$ cat src/hw/rtl/msbv_pkg.sv
`timescale 1ns / 1ps
`default_nettype none
// ----------------------------------------------------------------------------
// msbv_pkg: shared types and constants for the message-waiting body validator
// Grammar phase codes, the header literal and byte class constants.
// ----------------------------------------------------------------------------
package msbv_pkg;

    localparam int HEADER_LEN = 16;
    localparam int LIT_IDX_W  = $clog2(HEADER_LEN);

    localparam logic [7:0] CHAR_TAB   = 8'h09;
    localparam logic [7:0] CHAR_LF    = 8'h0A;
    localparam logic [7:0] CHAR_CR    = 8'h0D;
    localparam logic [7:0] CHAR_SP    = 8'h20;
    localparam logic [7:0] CHAR_COLON = 8'h3A;
    localparam logic [7:0] CHAR_Y     = 8'h79;
    localparam logic [7:0] CHAR_E     = 8'h65;
    localparam logic [7:0] CHAR_S     = 8'h73;
    localparam logic [7:0] CHAR_N     = 8'h6E;
    localparam logic [7:0] CHAR_O     = 8'h6F;
    localparam logic [7:0] PRINT_LO   = 8'd32;
    localparam logic [7:0] PRINT_HI   = 8'd126;

    typedef enum logic [3:0] {
        PH_LITERAL    = 4'd0,
        PH_PRECOLON   = 4'd1,
        PH_POSTCOLON  = 4'd2,
        PH_SKIPWS     = 4'd3,
        PH_YES_E      = 4'd4,
        PH_YES_S      = 4'd5,
        PH_NO_O       = 4'd6,
        PH_CR1        = 4'd7,
        PH_LF1        = 4'd8,
        PH_LINE_START = 4'd9,
        PH_LINE_MID   = 4'd10,
        PH_LF2        = 4'd11
    } phase_t;

    typedef struct packed {
        phase_t                 phase;
        logic [LIT_IDX_W-1:0]   lit_idx;
        logic                   rejected;
    } msbv_state_t;

    localparam msbv_state_t STATE_RESET = '{
        phase:    PH_LITERAL,
        lit_idx:  '0,
        rejected: 1'b0
    };

    // "Messages-Waiting"
    function automatic logic [7:0] header_byte(input logic [LIT_IDX_W-1:0] idx);
        logic [7:0] b;
        case (idx)
            4'd0:    b = 8'h4D; // M
            4'd1:    b = 8'h65; // e
            4'd2:    b = 8'h73; // s
            4'd3:    b = 8'h73; // s
            4'd4:    b = 8'h61; // a
            4'd5:    b = 8'h67; // g
            4'd6:    b = 8'h65; // e
            4'd7:    b = 8'h73; // s
            4'd8:    b = 8'h2D; // -
            4'd9:    b = 8'h57; // W
            4'd10:   b = 8'h61; // a
            4'd11:   b = 8'h69; // i
            4'd12:   b = 8'h74; // t
            4'd13:   b = 8'h69; // i
            4'd14:   b = 8'h6E; // n
            4'd15:   b = 8'h67; // g
            default: b = 8'h00;
        endcase
        return b;
    endfunction

endpackage : msbv_pkg
`default_nettype wire

$ cat src/hw/rtl/msbv_step.sv
`timescale 1ns / 1ps
`default_nettype none
// ----------------------------------------------------------------------------
// msbv_step: one-byte grammar transition
// Next state and verdict for one input transaction, purely combinational.
// ----------------------------------------------------------------------------
module msbv_step (
    input  msbv_pkg::msbv_state_t cur_state,
    input  logic [7:0]            body_byte,
    input  logic                  last_byte,
    input  logic                  empty_body,
    output msbv_pkg::msbv_state_t nxt_state,
    output logic                  verdict_valid,
    output logic                  verdict_accepted
);
    import msbv_pkg::*;

    logic                 byte_ok;
    phase_t               adv_phase;
    logic [LIT_IDX_W-1:0] adv_idx;
    logic                 is_ws;
    logic                 is_line;
    msbv_state_t          body_state;

    assign is_ws   = (body_byte == CHAR_SP) || (body_byte == CHAR_TAB);
    assign is_line = body_byte inside {CHAR_TAB, [PRINT_LO:PRINT_HI]};

    // Next-phase logic
    always_comb begin
        byte_ok   = 1'b0;
        adv_phase = cur_state.phase;
        adv_idx   = cur_state.lit_idx;
        case (cur_state.phase)
            PH_LITERAL: begin
                if (body_byte == header_byte(cur_state.lit_idx)) begin
                    byte_ok = 1'b1;
                    if (cur_state.lit_idx == LIT_IDX_W'(HEADER_LEN - 1)) begin
                        adv_idx   = '0;
                        adv_phase = PH_PRECOLON;
                    end else begin
                        adv_idx = cur_state.lit_idx + LIT_IDX_W'(1);
                    end
                end
            end
            PH_PRECOLON: begin
                if (is_ws) begin
                    byte_ok = 1'b1;
                end else if (body_byte == CHAR_COLON) begin
                    byte_ok   = 1'b1;
                    adv_phase = PH_POSTCOLON;
                end
            end
            PH_POSTCOLON: begin
                if (is_ws) begin
                    byte_ok   = 1'b1;
                    adv_phase = PH_SKIPWS;
                end
            end
            PH_SKIPWS: begin
                if (is_ws) begin
                    byte_ok = 1'b1;
                end else if (body_byte == CHAR_Y) begin
                    byte_ok   = 1'b1;
                    adv_phase = PH_YES_E;
                end else if (body_byte == CHAR_N) begin
                    byte_ok   = 1'b1;
                    adv_phase = PH_NO_O;
                end
            end
            PH_YES_E: begin
                if (body_byte == CHAR_E) begin
                    byte_ok   = 1'b1;
                    adv_phase = PH_YES_S;
                end
            end
            PH_YES_S: begin
                if (body_byte == CHAR_S) begin
                    byte_ok   = 1'b1;
                    adv_phase = PH_CR1;
                end
            end
            PH_NO_O: begin
                if (body_byte == CHAR_O) begin
                    byte_ok   = 1'b1;
                    adv_phase = PH_CR1;
                end
            end
            PH_CR1: begin
                if (body_byte == CHAR_CR) begin
                    byte_ok   = 1'b1;
                    adv_phase = PH_LF1;
                end
            end
            PH_LF1, PH_LF2: begin
                if (body_byte == CHAR_LF) begin
                    byte_ok   = 1'b1;
                    adv_phase = PH_LINE_START;
                end
            end
            PH_LINE_START, PH_LINE_MID: begin
                if (is_line) begin
                    byte_ok   = 1'b1;
                    adv_phase = PH_LINE_MID;
                end else if (body_byte == CHAR_CR) begin
                    byte_ok   = 1'b1;
                    adv_phase = PH_LF2;
                end
            end
            default: begin
                byte_ok = 1'b0;
            end
        endcase
    end

    // Outputs: latched reject freezes the grammar; verdict resets state.
    always_comb begin
        body_state = cur_state;
        if (!cur_state.rejected) begin
            if (byte_ok) begin
                body_state.phase   = adv_phase;
                body_state.lit_idx = adv_idx;
            end else begin
                body_state.rejected = 1'b1;
            end
        end

        verdict_valid = empty_body || last_byte;
        if (empty_body) begin
            verdict_accepted = 1'b1;
        end else begin
            verdict_accepted = !body_state.rejected && (body_state.phase == PH_LINE_START);
        end

        nxt_state = verdict_valid ? STATE_RESET : body_state;
    end

endmodule : msbv_step
`default_nettype wire

$ cat src/hw/rtl/msbv_out_stage.sv
`timescale 1ns / 1ps
`default_nettype none
// ----------------------------------------------------------------------------
// msbv_out_stage: result register
// Holds one verdict until the receiver takes it.
// ----------------------------------------------------------------------------
module msbv_out_stage (
    input  logic aclk,
    input  logic aresetn,
    input  logic push,
    input  logic push_accepted,
    output logic has_room,
    output logic m_valid,
    input  logic m_ready,
    output logic m_accepted
);
    import msbv_pkg::*;

    logic valid_reg;
    logic valid_next;
    logic accepted_reg;

    // room when empty or when the held result leaves this cycle
    assign has_room   = !valid_reg || m_ready;
    assign valid_next = push || (valid_reg && !m_ready);

    always_ff @(posedge aclk) begin
        if (!aresetn) begin
            valid_reg <= 1'b0;
        end else begin
            valid_reg <= valid_next;
        end
    end

    always_ff @(posedge aclk) begin
        if (push) begin
            accepted_reg <= push_accepted;
        end
    end

    assign m_valid    = valid_reg;
    assign m_accepted = accepted_reg;

endmodule : msbv_out_stage
`default_nettype wire

$ cat src/hw/rtl/message_summary_body_validator_top.sv
`timescale 1ns / 1ps
`default_nettype none
// ----------------------------------------------------------------------------
// message_summary_body_validator_top: message-waiting body format checker
// Checks a body one byte per transaction and returns a pass/fail verdict.
// ----------------------------------------------------------------------------
// Usage:
//   s_ channel: one body byte per transaction, s_last_byte marks the final
//   byte. A transaction with s_empty_body high stands for a zero-length body
//   and alone yields an accepted verdict; any body in progress is dropped.
//   m_ channel: one verdict (m_accepted) per final byte or empty body;
//   intermediate bytes produce no transaction.
// Latency: the verdict appears on m_valid the cycle after the final byte
//   is taken (one register stage).
// Throughput: one byte per cycle while s_ready is high; the grammar step is
//   a single small transition evaluated between the state and result registers.
// Stall: while a verdict waits with m_ready low, s_ready drops; when the
//   waiting verdict is taken, a new byte is taken in the same cycle.
// Reset: aresetn (synchronous, active low) returns the grammar to the header
//   literal, clears the latched reject and empties the result register.
// After every verdict the grammar state returns to its reset value.
// ----------------------------------------------------------------------------
module message_summary_body_validator_top (
    input  logic       aclk,
    input  logic       aresetn,
    input  logic       s_valid,
    output logic       s_ready,
    input  logic [7:0] s_body_byte,
    input  logic       s_last_byte,
    input  logic       s_empty_body,
    output logic       m_valid,
    input  logic       m_ready,
    output logic       m_accepted
);
    import msbv_pkg::*;

    msbv_state_t state_reg;
    msbv_state_t state_next;
    msbv_state_t step_state;
    logic        s_fire;
    logic        verdict_valid;
    logic        verdict_accepted;
    logic        has_room;

    assign s_ready = has_room;
    assign s_fire  = s_valid && s_ready;

    msbv_step u_step (
        .cur_state        (state_reg),
        .body_byte        (s_body_byte),
        .last_byte        (s_last_byte),
        .empty_body       (s_empty_body),
        .nxt_state        (step_state),
        .verdict_valid    (verdict_valid),
        .verdict_accepted (verdict_accepted)
    );

    // grammar state only moves on an accepted transaction
    assign state_next = s_fire ? step_state : state_reg;

    always_ff @(posedge aclk) begin
        if (!aresetn) begin
            state_reg <= STATE_RESET;
        end else begin
            state_reg <= state_next;
        end
    end

    msbv_out_stage u_out (
        .aclk          (aclk),
        .aresetn       (aresetn),
        .push          (s_fire && verdict_valid),
        .push_accepted (verdict_accepted),
        .has_room      (has_room),
        .m_valid       (m_valid),
        .m_ready       (m_ready),
        .m_accepted    (m_accepted)
    );

    // an empty body always passes, with the verdict in the following cycle
    a_empty_passes: assert property (@(posedge aclk) disable iff (!aresetn)
        s_fire && s_empty_body |=> m_valid && m_accepted)
        else $error("empty body did not yield an accepted verdict");

    // every verdict restores the reset state
    a_verdict_resets: assert property (@(posedge aclk) disable iff (!aresetn)
        s_fire && (s_empty_body || s_last_byte) |=>
            state_reg.phase == PH_LITERAL && state_reg.lit_idx == '0 &&
            !state_reg.rejected)
        else $error("grammar state not cleared after verdict");

    // a latched reject can only end in a failing verdict
    a_reject_fails: assert property (@(posedge aclk) disable iff (!aresetn)
        s_fire && !s_empty_body && s_last_byte && state_reg.rejected |=>
            m_valid && !m_accepted)
        else $error("rejected body reported as accepted");

    // literal index is only in use while matching the header
    a_idx_idle: assert property (@(posedge aclk) disable iff (!aresetn)
        state_reg.phase != PH_LITERAL |-> state_reg.lit_idx == '0)
        else $error("literal index nonzero outside header phase");

endmodule : message_summary_body_validator_top
`default_nettype wire

$ cat config.mk
export PLATFORM = sky130hd
export DESIGN_NAME = message_summary_body_validator_top
export DESIGN_NICKNAME = d
export VERILOG_FILES = /design/src/hw/rtl/msbv_pkg.sv /design/src/hw/rtl/msbv_step.sv /design/src/hw/rtl/msbv_out_stage.sv /design/src/hw/rtl/message_summary_body_validator_top.sv
export SDC_FILE = /design/constraint.sdc
export NUM_CORES = 1
export LEC_CHECK = 0
export ABC_AREA = 1
export BUFFER_PORTS_ARGS = -buffer_cell sky130_fd_sc_hd__buf_2
export CAP_MARGIN = 20
export CELL_PAD_IN_SITES_DETAIL_PLACEMENT = 0
export CELL_PAD_IN_SITES_GLOBAL_PLACEMENT = 1
export CORE_MARGIN = 2
export CORE_UTILIZATION = 36
export DETAILED_ROUTE_END_ITERATION = 16
export PLACE_DENSITY_LB_ADDON = 0.1
export SLEW_MARGIN = 40
export SYNTH_ARGS = -nofsm -noshare
export SYNTH_HDL_FRONTEND = slang
export SYNTH_SLANG_ARGS = --single-unit
$ cat constraint.sdc
create_clock -name aclk -period 2.4 [get_ports aclk]
set_clock_uncertainty 0.15 [all_clocks]
set_input_delay 0.48 -clock aclk [delete_from_list [all_inputs] [get_ports aclk]]
set_output_delay 0.48 -clock aclk [all_outputs]
set_load 0.05 [all_outputs]
==> impl_metrics.toml <==
[outcome]
status = "completed"

[setup_path]
cp_common_cell = "nand2_2"
crit_slowest_cell = "dfxtp_4"
setup.worst_path.start = "state_reg[5]"
endpoint_kind = "flip-flop"
cpPeakStageDelay_ns = 0.38
cp_data_arrival_time_ns = 2.30
crit_chain = "inv_2 -> nand2_2 -> buf_4 -> nor2_1 -> nand2_2 -> nand2_2 -> nor2_4 -> nand3_4 -> nand3_2 -> nand2_2 -> nand3_4 -> buf_12 -> ha_1 -> nand2_1 -> nand2_1 -> nand2_1 -> o21ai_1"
critical_path_class = "flip-flop to flip-flop"
reg2reg_from = "state_reg[5]"
critical_path.startpoint_type = "flip-flop"
cp.required_ns = 2.40
worst-r2r-setup-slack_ns = 0.1
crit_fanout = 6

[pwr]
ir_drop_mv = 0.236
p_per_area_mw_per_mm2 = 327
p_leak_nw = 1.25

[yosys]
syn-cell-area_mm2 = 0.00157
ys_async_sr_fraction_pct = 0
ys_warn_count = 0
synthCells = 267
synth-main-ff-cell = "dfxtp_1"
synth_fp_nets = 287
synth_cell_type_count = 29
synth.avg_cell_area_um2 = 5.89
synth-edff-count = 1
ys_seq_elements = 18
ys_seq_area_share_pct = 23.5

[cts]
clock-root-buffer = "clkbuf_8"
cts.sinks = 18
h-tree-depth = 1
clk_pin_slew_ns = 0.08
cts-buffers-inserted = 3
clk_path_buf_depth = 2
insertion_delay_ns = 0.26
cts_tree = "done"

[run]
max-cap-violations = 0

[floorplanning]
io_pins = 17
start_util_pct = 36.6
fp.coreArea_mm2 = 0.00429
die_area_mm2 = 0.00491
die_h_um = 70.1
rows = 24
die_x_um = 70.1

[final_layout]
antenna_cells = 0
nNetsFinal = 359
stdcell_area_mm2 = 0.00248
drive_above_1_share_pct = 47.9
final_core_util_pct = 57.8
syn_to_final_growth_pct = 57.9

[place]
portBuffers = 16
dp_hpwl_mm = 3.61
post_dp_cell_area_mm2 = 0.00210
place_congestion = 0.864

[grt]
grt.total_usage_pct = 18.9
grt_pass1_wl_mm = 7.56
grt_antenna_before_repair = 0
overflow = 0
grt_max_degree = 11
grt_pass1_vias = 1728

[route]
vias = 1782
via_per_inst = 4.57
drc_errors = 0
drtPass1Iterations = 4
drt-total-wl_mm = 4.51
ant_nets = 0
drtIter0Drc = 67
avgRoutedWirePerCell_um = 11.6

[timing]
finalSetupViolations = 0
max_freq_mhz = 434
finalHoldViolCount = 0
slew_viol_final = 0
tightest_slew_ns = 0.283
finalCritPeriodShare_pct = 96.0
fin_crit_ns = 2.30
relSlewSlack_pct = 81.1

[worst_hold_path]
min_from = "u_out.m_valid"
hp-class = "flip-flop to flip-flop"
stage by stage:
stage	hold slack, ns	total power (W)	instances	setup slack, ns	setup TNS [ns]
2_1_floorplan	0.309	0.000452	267	0.0522	0
3_3_place_gp	0.337	0.000529	383	-0.232	-1.12
3_5_place_dp	0.343	0.000530	383	-0.250	-1.21
4_1_cts	0.353	0.000787	387	0.00712	0
5_1_grt	0.371	0.000865	390	-0.0425	-0.0966
6_report	0.348	0.000813	390	0.0969	0
path summary, 6_finish.rpt:
check | end | depth (start not counted)
hold reg to reg | u_out.m_valid | 2
setup / recovery | flip-flop | 17
setup reg to reg | flip-flop | 17
hold / removal | u_out.m_valid | 2
logic make-up (layout without fill, tap and decap cells):
| family | after synthesis | count (layout) | synth area share [%] |
|---|---|---|---|
| adder cells (fa/ha/maj) | 6 | 6 | 4.77 |
| AND/OR/NAND/NOR | 175 | 175 | 48.9 |
| buffers and inverters | 38 | 109 | 9.23 |
| flip-flops | 18 | 18 | 23.5 |
| XOR/XNOR | 4 | 4 | 2.23 |
| AO/OA/AOI/OAI | 26 | 26 | 11.3 |
metal layers:
layer,track usage (%),vias up,part of all wire (%)
met3,2.31,8,1.2
met4,5.56,0,1.7
li1,-,981,-
met5,0,-,0
met1,24.5,783,47
met2,32.7,10,50
final cells by class:
cell class | instances | area [um2]
fillers | 452 | 1810
well taps | 52 | 65.1
multi-input cells | 211 | 1320
clock buffers | 4 | 55.1
flip-flops and latches | 18 | 380
repair buffers | 67 | 512
inverters | 38 | 150
Yosys cell counts, drive strengths merged, types with 2 or more instances:
| library cell | number | share of area [%] |
|---|---|---|
| a21oi | 11 | 4.5 |
| dfxtp | 17 | 22 |
| ha | 6 | 4.8 |
| inv | 38 | 9.2 |
| nand2 | 97 | 25 |
| nand3 | 22 | 8.8 |
| nand4 | 4 | 1.6 |
| nor2 | 49 | 12 |
| nor3 | 2 | 0.64 |
| o211ai | 4 | 1.9 |
| o21ai | 6 | 2.1 |
| o21bai | 3 | 1.7 |
| xnor2 | 2 | 1.1 |
| xor2 | 2 | 1.1 |
cell usage in the layout (no fill, tap or decap), drive strengths merged:
cell,netlist,final
nand2,97,97
buf,0,66
nor2,49,49
inv,38,38
nand3,22,22
dfxtp,17,17
a21oi,11,11
o21ai,6,6
ha,6,6
clkbuf,0,5
nand4,4,4
o211ai,4,4
o21bai,3,3
xnor2,2,2
xor2,2,2
nor3,2,2
or2,1,1
o2111a,1,1
a31oi,1,1
edfxtp,1,1
worst max-delay path: cells and delay by family, from the launching register on:
family	cells	cell delay, ns
simple gates	12	1.03
buf+inv	3	0.39
flops	1	0.38
fa+ha+maj	1	0.16
compound gates	1	0.05
what timing repair did:
item | CTS | global route
endpoints found under the hold margin | 0 | 0
setup buffers | 0 | 3
pin swaps | 0 | 25
gates resized for setup | 2 | 91
setup endpoints to repair | 3 | 7
hold buffers | 0 | 0
power by group:
part           switching (W)  internal [W]
combinational       0.000132     0.0000963
clock               0.000106      0.000146
sequential         0.0000118      0.000320
Power figures use the tool's default switching activity.
